[src/hw/rtl/ols_pkg.sv]
// Shared types and codes for the ordered list store.
// Used by ols_ctrl, ols_datapath and ordered_list_store; depends on nothing.
package ols_pkg;

   typedef enum logic [2:0] {
      OP_PUSH_BACK  = 3'd0,
      OP_POP_BACK   = 3'd1,
      OP_PUSH_FRONT = 3'd2,
      OP_POP_FRONT  = 3'd3,
      OP_INSERT     = 3'd4,
      OP_ERASE      = 3'd5,
      OP_FIND       = 3'd6
   } ols_op_type;

   typedef enum logic [2:0] {
      ST_OK    = 3'd0,
      ST_FULL  = 3'd1,
      ST_EMPTY = 3'd2,
      ST_RANGE = 3'd3,
      ST_MISS  = 3'd4
   } ols_status_type;

   // What the accepted word does to the memory
   typedef enum logic [1:0] {
      KIND_NONE = 2'd0,
      KIND_PUT  = 2'd1,
      KIND_TAKE = 2'd2,
      KIND_FIND = 2'd3
   } ols_kind_type;

   typedef enum logic [1:0] {
      S_IDLE = 2'd0,
      S_STEP = 2'd1,
      S_USE  = 2'd2,
      S_DONE = 2'd3
   } ols_state_type;

   typedef struct packed {
      logic load;
      logic read;
      logic shift;
      logic next;
      logic hit;
      logic place;
      logic commit;
   } ols_cmd_type;

   typedef struct packed {
      ols_kind_type kind;
      logic         more;
      logic         hit;
      logic         rsp_free;
   } ols_stat_type;

endpackage

[src/hw/rtl/ols_ctrl.sv]
// Sequencer for the ordered list store: walks the shift and search sweeps.
// Depends on ols_pkg; drives commands into ols_datapath.
module ols_ctrl (
   input  logic                 clock,
   input  logic                 reset,
   input  logic                 req_valid,
   output logic                 req_ready,
   input  ols_pkg::ols_stat_type stat,
   output ols_pkg::ols_cmd_type  cmd
);

   ols_pkg::ols_state_type state_ff;
   ols_pkg::ols_state_type state_in;

   always_ff @(posedge clock) begin
      if (reset) begin
         state_ff <= ols_pkg::S_IDLE;
      end else begin
         state_ff <= state_in;
      end
   end

   always_comb begin
      state_in  = state_ff;
      cmd       = '0;
      req_ready = 1'b0;
      unique case (state_ff)
         ols_pkg::S_IDLE: begin
            req_ready = 1'b1;
            if (req_valid) begin
               cmd.load = 1'b1;
               state_in = ols_pkg::S_STEP;
            end
         end
         ols_pkg::S_STEP: begin
            if (stat.more) begin
               cmd.read = 1'b1;
               state_in = ols_pkg::S_USE;
            end else begin
               // drop the new word into the opened gap
               cmd.place = (stat.kind == ols_pkg::KIND_PUT);
               state_in  = ols_pkg::S_DONE;
            end
         end
         ols_pkg::S_USE: begin
            if (stat.kind == ols_pkg::KIND_FIND) begin
               if (stat.hit) begin
                  cmd.hit  = 1'b1;
                  state_in = ols_pkg::S_DONE;
               end else begin
                  cmd.next = 1'b1;
                  state_in = ols_pkg::S_STEP;
               end
            end else begin
               cmd.shift = 1'b1;
               state_in  = ols_pkg::S_STEP;
            end
         end
         ols_pkg::S_DONE: begin
            // hold until the output register is free
            if (stat.rsp_free) begin
               cmd.commit = 1'b1;
               state_in   = ols_pkg::S_IDLE;
            end
         end
         default: begin
            state_in = ols_pkg::S_IDLE;
         end
      endcase
   end

endmodule

[src/hw/rtl/ols_datapath.sv]
// Datapath of the ordered list store: entry memory, count, sweep cursor, result register.
// Depends on ols_pkg; commanded by ols_ctrl.
module ols_datapath #(
   parameter int DEPTH       = 64,
   parameter int VALUE_WIDTH = 32
) (
   input  logic                  clock,
   input  logic                  reset,
   input  logic [2:0]            req_op,
   input  logic signed [31:0]    req_value,
   input  logic [5:0]            req_position,
   input  ols_pkg::ols_cmd_type  cmd,
   output ols_pkg::ols_stat_type stat,
   output logic                  rsp_valid,
   input  logic                  rsp_ready,
   output logic [2:0]            rsp_status,
   output logic [5:0]            rsp_found_index,
   output logic [6:0]            rsp_entry_count
);

   localparam int IW = $clog2(DEPTH);
   localparam int CW = $clog2(DEPTH + 1);
   localparam int PW = (CW > 6) ? CW : 6;

   logic [VALUE_WIDTH-1:0] mem [DEPTH];

   logic [CW-1:0]          count_ff, count_in;
   ols_pkg::ols_kind_type  kind_ff, kind_in;
   logic [IW-1:0]          at_ff, at_in;
   logic [CW-1:0]          cursor_ff, cursor_in;
   logic [VALUE_WIDTH-1:0] value_ff, value_in;
   ols_pkg::ols_status_type status_ff, status_in;
   logic [5:0]             found_ff, found_in;
   logic [VALUE_WIDTH-1:0] rdata_ff;
   logic                   rsp_valid_ff, rsp_valid_in;
   logic [2:0]             rsp_status_ff, rsp_status_in;
   logic [5:0]             rsp_found_ff, rsp_found_in;
   logic [6:0]             rsp_count_ff, rsp_count_in;

   logic                   full, empty, pos_ok;
   ols_pkg::ols_kind_type  ld_kind;
   ols_pkg::ols_status_type ld_status;
   logic [IW-1:0]          ld_at;
   logic [CW-1:0]          ld_cursor;
   logic                   more;
   logic [IW-1:0]          raddr;
   logic [CW-1:0]          cursor_up, cursor_dn;

   assign cursor_up = cursor_ff + CW'(1);
   assign cursor_dn = cursor_ff - CW'(1);

   // Decode an incoming word against the current count
   always_comb begin
      full      = (count_ff == CW'(DEPTH));
      empty     = (count_ff == '0);
      pos_ok    = (PW'(req_position) < PW'(count_ff));
      ld_kind   = ols_pkg::KIND_NONE;
      ld_status = ols_pkg::ST_OK;
      ld_at     = IW'(count_ff);
      ld_cursor = count_ff;
      unique case (req_op)
         ols_pkg::OP_PUSH_BACK: begin
            if (full) ld_status = ols_pkg::ST_FULL;
            else      ld_kind   = ols_pkg::KIND_PUT;
         end
         ols_pkg::OP_PUSH_FRONT: begin
            ld_at = '0;
            if (full) ld_status = ols_pkg::ST_FULL;
            else      ld_kind   = ols_pkg::KIND_PUT;
         end
         ols_pkg::OP_POP_BACK: begin
            ld_cursor = count_ff - CW'(1);
            if (empty) ld_status = ols_pkg::ST_EMPTY;
            else       ld_kind   = ols_pkg::KIND_TAKE;
         end
         ols_pkg::OP_POP_FRONT: begin
            ld_cursor = '0;
            if (empty) ld_status = ols_pkg::ST_EMPTY;
            else       ld_kind   = ols_pkg::KIND_TAKE;
         end
         ols_pkg::OP_INSERT: begin
            ld_at = IW'(req_position);
            if (full)         ld_status = ols_pkg::ST_FULL;
            else if (!pos_ok) ld_status = ols_pkg::ST_RANGE;
            else              ld_kind   = ols_pkg::KIND_PUT;
         end
         ols_pkg::OP_ERASE: begin
            ld_cursor = CW'(req_position);
            if (!pos_ok) ld_status = ols_pkg::ST_RANGE;
            else         ld_kind   = ols_pkg::KIND_TAKE;
         end
         ols_pkg::OP_FIND: begin
            ld_cursor = '0;
            ld_status = ols_pkg::ST_MISS;
            ld_kind   = ols_pkg::KIND_FIND;
         end
         default: begin
            ld_kind = ols_pkg::KIND_NONE;
         end
      endcase
   end

   // Sweep bounds and source address for the current step
   always_comb begin
      more  = 1'b0;
      raddr = IW'(cursor_ff);
      unique case (kind_ff)
         ols_pkg::KIND_PUT: begin
            more  = (cursor_ff > CW'(at_ff));
            raddr = IW'(cursor_dn);
         end
         ols_pkg::KIND_TAKE: begin
            more  = (cursor_up < count_ff);
            raddr = IW'(cursor_up);
         end
         ols_pkg::KIND_FIND: begin
            more  = (cursor_ff < count_ff);
         end
         default: begin
            more = 1'b0;
         end
      endcase
   end

   always_comb begin
      count_in      = count_ff;
      kind_in       = kind_ff;
      at_in         = at_ff;
      cursor_in     = cursor_ff;
      value_in      = value_ff;
      status_in     = status_ff;
      found_in      = found_ff;
      rsp_valid_in  = rsp_valid_ff;
      rsp_status_in = rsp_status_ff;
      rsp_found_in  = rsp_found_ff;
      rsp_count_in  = rsp_count_ff;
      if (cmd.load) begin
         kind_in   = ld_kind;
         status_in = ld_status;
         at_in     = ld_at;
         cursor_in = ld_cursor;
         value_in  = VALUE_WIDTH'(req_value);
         found_in  = '0;
      end
      if (cmd.shift || cmd.next) begin
         cursor_in = (kind_ff == ols_pkg::KIND_PUT) ? cursor_dn : cursor_up;
      end
      if (cmd.hit) begin
         status_in = ols_pkg::ST_OK;
         found_in  = 6'(cursor_ff);
      end
      if (rsp_ready) begin
         rsp_valid_in = 1'b0;
      end
      if (cmd.commit) begin
         if (kind_ff == ols_pkg::KIND_PUT)       count_in = count_ff + CW'(1);
         else if (kind_ff == ols_pkg::KIND_TAKE) count_in = count_ff - CW'(1);
         rsp_valid_in  = 1'b1;
         rsp_status_in = status_ff;
         rsp_found_in  = found_ff;
         rsp_count_in  = 7'(count_in);
      end
   end

   always_ff @(posedge clock) begin
      if (reset) begin
         count_ff     <= '0;
         kind_ff      <= ols_pkg::KIND_NONE;
         rsp_valid_ff <= 1'b0;
      end else begin
         count_ff     <= count_in;
         kind_ff      <= kind_in;
         rsp_valid_ff <= rsp_valid_in;
      end
   end

   always_ff @(posedge clock) begin
      at_ff         <= at_in;
      cursor_ff     <= cursor_in;
      value_ff      <= value_in;
      status_ff     <= status_in;
      found_ff      <= found_in;
      rsp_status_ff <= rsp_status_in;
      rsp_found_ff  <= rsp_found_in;
      rsp_count_ff  <= rsp_count_in;
   end

   // Entry memory: one write port, one registered read port
   always_ff @(posedge clock) begin
      if (cmd.shift) begin
         mem[IW'(cursor_ff)] <= rdata_ff;
      end else if (cmd.place) begin
         mem[at_ff] <= value_ff;
      end
      if (cmd.read) begin
         rdata_ff <= mem[raddr];
      end
   end

   assign stat.kind       = kind_ff;
   assign stat.more       = more;
   assign stat.hit        = (rdata_ff == value_ff);
   assign stat.rsp_free   = !rsp_valid_ff || rsp_ready;

   assign rsp_valid       = rsp_valid_ff;
   assign rsp_status      = rsp_status_ff;
   assign rsp_found_index = rsp_found_ff;
   assign rsp_entry_count = rsp_count_ff;

`ifndef SYNTHESIS
   a_count_bound: assert property (@(posedge clock) disable iff (reset)
      count_ff <= CW'(DEPTH))
      else $error("entry count above capacity");

   a_commit_free: assert property (@(posedge clock) disable iff (reset)
      cmd.commit |-> (!rsp_valid_ff || rsp_ready))
      else $error("result overwritten before it was taken");

   a_count_step: assert property (@(posedge clock) disable iff (reset)
      !cmd.commit |=> count_ff == $past(count_ff))
      else $error("count changed outside commit");

   a_hit_find: assert property (@(posedge clock) disable iff (reset)
      (cmd.hit || cmd.next) |-> kind_ff == ols_pkg::KIND_FIND)
      else $error("search step outside a find");
`endif

endmodule

[src/hw/rtl/ordered_list_store.sv]
// Bounded ordered list of signed words with push, pop, insert, erase and find.
// Top level; depends on ols_pkg, ols_ctrl and ols_datapath.
//
// Usage: the req_ channel carries one word per operation (op, value,
// position) under valid/ready; every accepted word yields exactly one
// rsp_ word (status, found index, entry count after the operation).
// Entries live in a single-port-read, single-port-write memory, so
// insert and erase move later entries one at a time and find scans
// from index zero.
// The sequencer passes a read and a use state for every entry moved
// or compared, then commits the result from its done state. One
// operation is in flight at a time, so the next word is taken in the
// same cycle as the previous result appears at the earliest;
// req_ready is high whenever the sequencer is idle, even while the
// previous result still sits in the output register.
// A stalled receiver holds the finished result in the output register;
// the next operation then waits in its done state until that word is
// taken. Reset empties the list (count zero) and drops any pending
// result; memory contents are not cleared.
module ordered_list_store #(
   parameter int DEPTH       = 64,
   parameter int VALUE_WIDTH = 32
) (
   input  logic               clock,
   input  logic               reset,
   input  logic               req_valid,
   output logic               req_ready,
   input  logic [2:0]         req_op,
   input  logic signed [31:0] req_value,
   input  logic [5:0]         req_position,
   output logic               rsp_valid,
   input  logic               rsp_ready,
   output logic [2:0]         rsp_status,
   output logic [5:0]         rsp_found_index,
   output logic [6:0]         rsp_entry_count
);

   ols_pkg::ols_cmd_type  cmd;
   ols_pkg::ols_stat_type stat;

   ols_ctrl u_ctrl (
      .clock     (clock),
      .reset     (reset),
      .req_valid (req_valid),
      .req_ready (req_ready),
      .stat      (stat),
      .cmd       (cmd)
   );

   ols_datapath #(
      .DEPTH       (DEPTH),
      .VALUE_WIDTH (VALUE_WIDTH)
   ) u_datapath (
      .clock           (clock),
      .reset           (reset),
      .req_op          (req_op),
      .req_value       (req_value),
      .req_position    (req_position),
      .cmd             (cmd),
      .stat            (stat),
      .rsp_valid       (rsp_valid),
      .rsp_ready       (rsp_ready),
      .rsp_status      (rsp_status),
      .rsp_found_index (rsp_found_index),
      .rsp_entry_count (rsp_entry_count)
   );

endmodule
[config.mk]
export PLATFORM = sky130hd
export DESIGN_NAME = ordered_list_store
export DESIGN_NICKNAME = d
export VERILOG_FILES = /design/src/hw/rtl/ols_pkg.sv /design/src/hw/rtl/ols_ctrl.sv /design/src/hw/rtl/ols_datapath.sv /design/src/hw/rtl/ordered_list_store.sv
export SDC_FILE = /design/constraint.sdc
export NUM_CORES = 2
export LEC_CHECK = 0
export ABC_AREA = 1
export ABC_CLOCK_PERIOD_IN_PS = 10700
export BUFFER_PORTS_ARGS = -buffer_cell sky130_fd_sc_hd__buf_2
export CORE_MARGIN = 2
export CORE_UTILIZATION = 45
export DETAILED_ROUTE_END_ITERATION = 6
export MAX_ROUTING_LAYER = met4
export PLACE_DENSITY_LB_ADDON = 0.1
export SLEW_MARGIN = 20
export SYNTH_ARGS = -nofsm -noshare
export SYNTH_HDL_FRONTEND = slang
export SYNTH_SLANG_ARGS = --single-unit
[constraint.sdc]
create_clock -name clock -period 10.7 [get_ports clock]
set_clock_uncertainty 0.1 [all_clocks]
set_input_delay 1.07 -clock clock [delete_from_list [all_inputs] [get_ports clock]]
set_output_delay 1.07 -clock clock [all_outputs]
set_load 0.05 [all_outputs]
# Yosys cells after proc, flatten, opt, wreduce, memory -nomap -nowiden
# Memory sizes are Yosys's and may differ from the RTL's. A register that Yosys moved wholly into a read port is not among the register bits.
# Index checks and enable logic that the tools add are counted.
# W data, S select, Z words.
[word_totals]
reg_bits = 82
latchBits = 0
mem_bits_rw = 2048
rom_bits = 0
input_bits = 45
out_inout_bits = 18
elab_cells = 103
n_memories = 1
[classes]
addsub = 4
n_mul = 0
div_mod_pow = 0
order_cmp = 4
eq_ne = 16
shift = 0
n_mux = 52
bitwise = 0
reduce_logical = 14
[mem_list]
columns = ["name", "words", "word_bits", "read_ports", "rd_ports_with_merged_regs", "write_ports", "line", "rtl"]
rows = [
  ["u_datapath.mem", 64, 32, 1, 1, 1, "ols_datapath.sv:25", "logic [VALUE_WIDTH-1:0] mem [DEPTH];"],
]
[op_table]
columns = ["cell", "n"]
rows = [
  ["$mux W7", 5],
  ["$eq A32 B32 Y1", 1],
  ["$mux W32", 1],
  ["$reduce_or A32 Y1", 1],
  ["$mux W1", 24],
  ["$pmux W6 S2", 2],
  ["$pmux W7 S3", 1],
  ["$mux W2", 10],
  ["$mux W6", 3],
  ["$pmux W3 S5", 1],
  ["$add A7 B1 Y7 const B", 2],
  ["$lt A7 B7 Y1", 2],
  ["$sub A7 B1 Y7 const B", 2],
  ["$pmux W2 S5", 1],
  ["$eq A3 B3 Y1 const B", 3],
  ["$eq A2 B2 Y1 const B", 4],
  ["$pmux W2 S4", 1],
  ["$eq A7 B7 Y1 const B", 1],
  ["$gt A7 B6 Y1", 1],
  ["$logic_not A7 Y1", 1],
  ["$lt A6 B7 Y1", 1],
  ["$eq A3 B2 Y1 const B", 2],
  ["$mux W3", 2],
  ["$reduce_bool A2 Y1", 3],
  ["other kinds (10)", 15],
]

# Logic depth before layout (Yosys ltp)
[depth]
ltp_word = 10
mapped_depth = 17
mapped_depth_nobuf = 17

# Modules after synthesis
# From an unflattened synthesis, not the netlist that was laid out.
[hier_totals]
cells_unflattened = 8635
area_unflattened_um2 = 94795.9
[by_module_without_submodules]
columns = ["module", "instances", "cells_each", "area_per_inst_um2", "seq_area_each_um2"]
rows = [
  ["ols_datapath", 1, 8602, 94589.5, 64732.1],
  ["ols_ctrl", 1, 33, 206.4, 40.0],
]

# Worst setup path before layout
# Ideal clock, no wire load.
[synth_timing]
kind = "reg-to-reg"
from = "register u_datapath.cursor_ff[1]"
to = "memory u_datapath.mem[0][14], data pin"
setup_ps = 702
arrival_ps = 4851
required_time_ps = 9898
setup_slack_ps = 5047
path_stages_with_launch = 16
n_path_buf = 3
period_less_slack_ps = 5653
path_cell_list = "edfxtp_1 > ha_1 > nand4_1 > nor2_1 > xor2_1 > inv_1 > ha_1 > nand2_1 > a21oi_1 > nor2_1 > nand2_1 > nand4_2 > buf_4 > buf_2 > buf_2 > o21ai_0"
[synth_via]
elab_chain_len = 10
word_cells_on_any_way = 12
classes_between = "1 x add/sub; 3 x order compare; 7 x mux; 1 x reduce/logical"
[synth_lines]
columns = ["element", "line", "rtl"]
rows = [
  ["start: declaration", "ols_datapath.sv:30", "logic [CW-1:0] cursor_ff, cursor_in;"],
  ["start signal: assignment", "ols_datapath.sv:179", "cursor_ff <= cursor_in;"],
  ["$add A7 B1 Y7", "ols_datapath.sv:49", "assign cursor_up = cursor_ff + CW'(1);"],
  ["$lt A7 B7 Y1", "ols_datapath.sv:113", "more = (cursor_up < count_ff);"],
  ["$pmux W1 S3 *", "ols_datapath.sv:107", "unique case (kind_ff)"],
  ["$mux W1 *", "ols_ctrl.sv:36", "if (stat.more) begin"],
  ["$mux W1 *", "ols_ctrl.sv:27", "unique case (state_ff)"],
  ["$mux W1 *", "ols_datapath.sv:192", "end else if (cmd.place) begin"],
  ["$mux W1 *", "ols_datapath.sv:190", "if (cmd.shift) begin"],
  ["$mux W1 (not written as such) *", "ols_datapath.sv:193", "mem[at_ff] <= value_ff;"],
  ["$reduce_or A32 Y1 (no source line) *", "-", ""],
  ["$mux W32 (no source line) *", "-", ""],
  ["end: declaration", "ols_datapath.sv:25", ""],
]
# Every way passes the cells marked *; elsewhere a longest branch is shown, timed or not.

# Worst setup path after layout
[layout_timing]
from = "register u_datapath.kind_ff[1]"
to = "register u_datapath.rdata_ff[17] (read register of u_datapath.mem), data pin"
[layout_via]
elab_chain_len = 4
word_cells_on_any_way = 7
classes_between = "3 x eq/ne; 4 x mux"
[layout_lines]
columns = ["element", "line", "rtl"]
rows = [
  ["start: declaration", "ols_datapath.sv:28", "ols_pkg::ols_kind_type kind_ff, kind_in;"],
  ["start signal: assignment", "ols_datapath.sv:168", "kind_ff <= ols_pkg::KIND_NONE;"],
  ["start signal: assignment", "ols_datapath.sv:172", "kind_ff <= kind_in;"],
  ["$eq A2 B2 Y1 or $eq A2 B1 Y1 (tied branches)", "ols_datapath.sv:107", ""],
  ["$pmux W1 S3", "ols_datapath.sv:107", ""],
  ["$mux W1", "ols_ctrl.sv:36", ""],
  ["$mux W1", "ols_ctrl.sv:27", ""],
  ["end: declaration", "ols_datapath.sv:34", "logic [VALUE_WIDTH-1:0] rdata_ff;"],
]
# Parallel ways exist; a longest one is shown, timed or not.
# A chain may end at the register's enable or synchronous reset.

==> flow_metrics.env <==
export IMPL_hold_start="req_value[12]"
export IMPL_r2r_start="u_datapath.kind_ff[1]"
export IMPL_grt_pass1_wl_um=427000
export IMPL_area_growth_pct=11.5
export IMPL_cpMostUsedCell="nand3_1"
export IMPL_insertion_delay_ns=0.88
export IMPL_path_clk_slew_ns=0.06
export IMPL_root_buffer="clkbuf_16"
export IMPL_syn_num_nets=8805
export IMPL_p_leak_nw=40.8
export IMPL_drv_cap=0
export IMPL_pin_count=63
export IMPL_seq_area_um2=64800
export IMPL_syn_cell_area_um2=95100
export IMPL_clock_path_buffers=3
export IMPL_crit_required_ns=11.20
export IMPL_multi_input_area_um2=24900
export IMPL_cts_tree="done"
export IMPL_outcome="finished clean"
export IMPL_cp_max_fo=191
export IMPL_drive_above_1_share_pct=7.68
export IMPL_die_area_um2=215000
export IMPL_track_usage_pct=27.5
export IMPL_vias=65100
export IMPL_core_um2=210000
export IMPL_r2r_end="u_datapath.rdata_ff[17]"
export IMPL_startpoint="u_datapath.kind_ff[1]"
export IMPL_clkSinkCount=2162
export IMPL_antenna_found_initial=10
export IMPL_postCtsSetupRepairBufs=0
export IMPL_placementRows=168
export IMPL_gr_total_overflow=0
export IMPL_gp_congestion=0.881
export IMPL_fin_area_um2=106000
export IMPL_p_per_area_nw_per_um2=190
export IMPL_drt_total_wl_um=292000
export IMPL_worst_hold_path_type="in2reg"
export IMPL_dp_hpwl_um=155000
export IMPL_antenna_left=0
export IMPL_critPathKind="reg2reg"
export IMPL_r2r_slack_ns=4.58
export IMPL_min_period_over_period_pct=57.2
export IMPL_min_to="u_datapath.value_ff[12]"
export IMPL_placed_cell_area_um2=98700
export IMPL_r2r_worst_path_cells=15
export IMPL_grt_max_degree=208
export IMPL_crit_buf_inv=5
export IMPL_finalPower_mw=20.1
export IMPL_slew_violations=0
export IMPL_final_common_cell="nand3_1"
export IMPL_grt_pass1_vias=61100
export IMPL_die_w_um=464
export IMPL_fin_util_pct=50.5
export IMPL_post_route_drc_count=0
export IMPL_relSlewSlack_pct=9.15
export IMPL_fin_nets=8685
export IMPL_setup_viol=0
export IMPL_finalSetupTns_ns=0
export IMPL_yosysWarnings=0
export IMPL_synth_cell_types=37
export IMPL_crit_arrival_ns=6.62
export IMPL_ctsResizeCount=0
export IMPL_tightest_slew_ns=1.36
export IMPL_crit_family="buffers and inverters"
export IMPL_min_path_cells=1
export IMPL_portBuffers=62
export IMPL_cts_buffers=226
export IMPL_wire_per_inst_um=25.2
export IMPL_peakVddDrop_mv=0.193
export IMPL_syn_area_per_cell_um2=10.9
export IMPL_max_freq_mhz=163
export IMPL_nFillCells=18700
export IMPL_max_stage_delay_ns=0.79
export IMPL_crit_path_top_delay_cell="buf_4"
export IMPL_ys_ff_latch=2162
export IMPL_cts_hold_buf=0
export IMPL_start_util_pct=45.3
export IMPL_worstSetupStartpointType="flip-flop"
export IMPL_rsz0062_at_grt="false"
export IMPL_crit_chain="inv_1 -> ha_1 -> inv_4 -> nand2_4 -> nand2_8 -> buf_4 -> buf_4 -> buf_12 -> nand3_1 -> nand3_1 -> nand3_1 -> nand3_1 -> nand3_1 -> nand3_1 -> nand2_1"
export IMPL_dr_pass1_iters=5
export IMPL_finalCriticalPeriod_ns=6.12
export IMPL_crit_path_end_kind="flip-flop"
export IMPL_htreeDepth=4
export IMPL_final_cell_mix="nand3_1 (2246), edfxtp_1 (2147), nand2_1 (2024), inv_1 (950), nand3b_1 (418)"
export IMPL_synth_cells=8729
export IMPL_hold_violations=0
export IMPL_die_y_um=464
export IMPL_drtIter0Drc=7479
export IMPL_synth_seq_area_share_pct=68.1
export IMPL_routed_via_density=5.60
-- registers in the layout, indices dropped and copies added, names as in the netlist --
signal / cells
u_datapath.mem: 2048
u_datapath.rdata_ff: 32
u_datapath.value_ff: 32
u_datapath.count_ff: 7
u_datapath.cursor_ff: 7
u_datapath.rsp_entry_count: 7
u_datapath.at_ff: 6
u_datapath.found_ff: 6
u_datapath.rsp_found_index: 6
u_datapath.rsp_status: 3
u_datapath.status_ff: 3
u_ctrl.state_ff: 2
u_datapath.kind_ff: 2
u_datapath.rsp_valid: 1
-- synth_stat cells (all sizes together) --
library cell  instances  share of area [%]
or2                   2              0.013
ha                   31               0.41
clkinv                1             0.0039
nor2                119               0.49
clkbuf              172               0.68
xor2                 11               0.10
a21oi                23               0.12
dfxtp                15               0.32
nand3              2254                 12
inv                 963                3.8
nand3b              418                3.3
o211ai                3              0.024
edfxtp             2147                 68
nand4                17               0.12
nor3                  6              0.032
a22oi                 1             0.0079
nand2              2053                8.2
buf                 401                2.1
o221ai                6              0.055
o22ai                10              0.066
xnor2                11               0.10
o21ai                62               0.35
a211oi                3              0.024
-- power breakdown --
part	leakage, nW	internal (mW)	switching, mW	total, mW
logic	17.8	0.781	2.29	3.07
clock network	3.51	4.39	3.32	7.71
registers	19.5	9.30	0.0345	9.33
-- how the worst max path moves through the flow --
| stage | slack (ns) | end | depth (start not counted) |
|---|---|---|---|
| global route | 4.29 | u_datapath.rdata_ff[17] | 15 |
| floorplan | 5.05 | u_datapath.mem[0][14] | 15 |
| global placement | 4.81 | u_datapath.rdata_ff[4] | 15 |
| finish | 4.58 | u_datapath.rdata_ff[17] | 15 |
| detailed placement | 4.78 | u_datapath.rdata_ff[4] | 14 |
| CTS | 4.76 | u_datapath.rdata_ff[9] | 14 |
-- layout make-up --
class                           instances  share of cell area (%)
Timing Repair Buffer                  225                    1.93
Tap cell                             2805                    3.31
Clock inverter                        133                    1.07
Sequential cell                      2162                    61.1
Multi-Input combinational cell       5030                    23.4
Inverter                              964                    3.44
Antenna cell                           11                  0.0260
Clock buffer                          284                    5.68
-- cells by family (layout without fill, tap and decap cells) --
kind of cell,count (synthesis),count (layout),share of synthesized area (%)
AOI/OAI and AO/OA,108,108,0.651
buffers and inverters,1537,1606,6.61
xor gates and xnor gates,22,22,0.203
and+or+nand+nor,4869,4869,24.0
adders and majority gates,31,31,0.408
other,0,11,0
DFF,2162,2162,68.1
-- stage by stage --
| stage | setup WS [ns] | cells | hold WS [ns] |
|---|---|---|---|
| 3_5_place_dp | 4.78 | 11200 | 0.306 |
| 3_3_place_gp | 4.81 | 11200 | 0.315 |
| 5_1_grt | 4.29 | 11600 | 0.228 |
| 2_1_floorplan | 5.05 | 8729 | 0.300 |
| 4_1_cts | 4.76 | 11600 | 0.207 |
| 6_report | 4.58 | 11600 | 0.267 |
-- layer usage --
metal	up-vias	wire length, µm	GRT usage [%]
met4	0	9240	8.63
li1	29800	-	-
met1	32400	130000	39.5
met2	2480	133000	40.9
met5	-	0	-
met3	438	20300	3.28
Power figures use the tool's default switching activity.
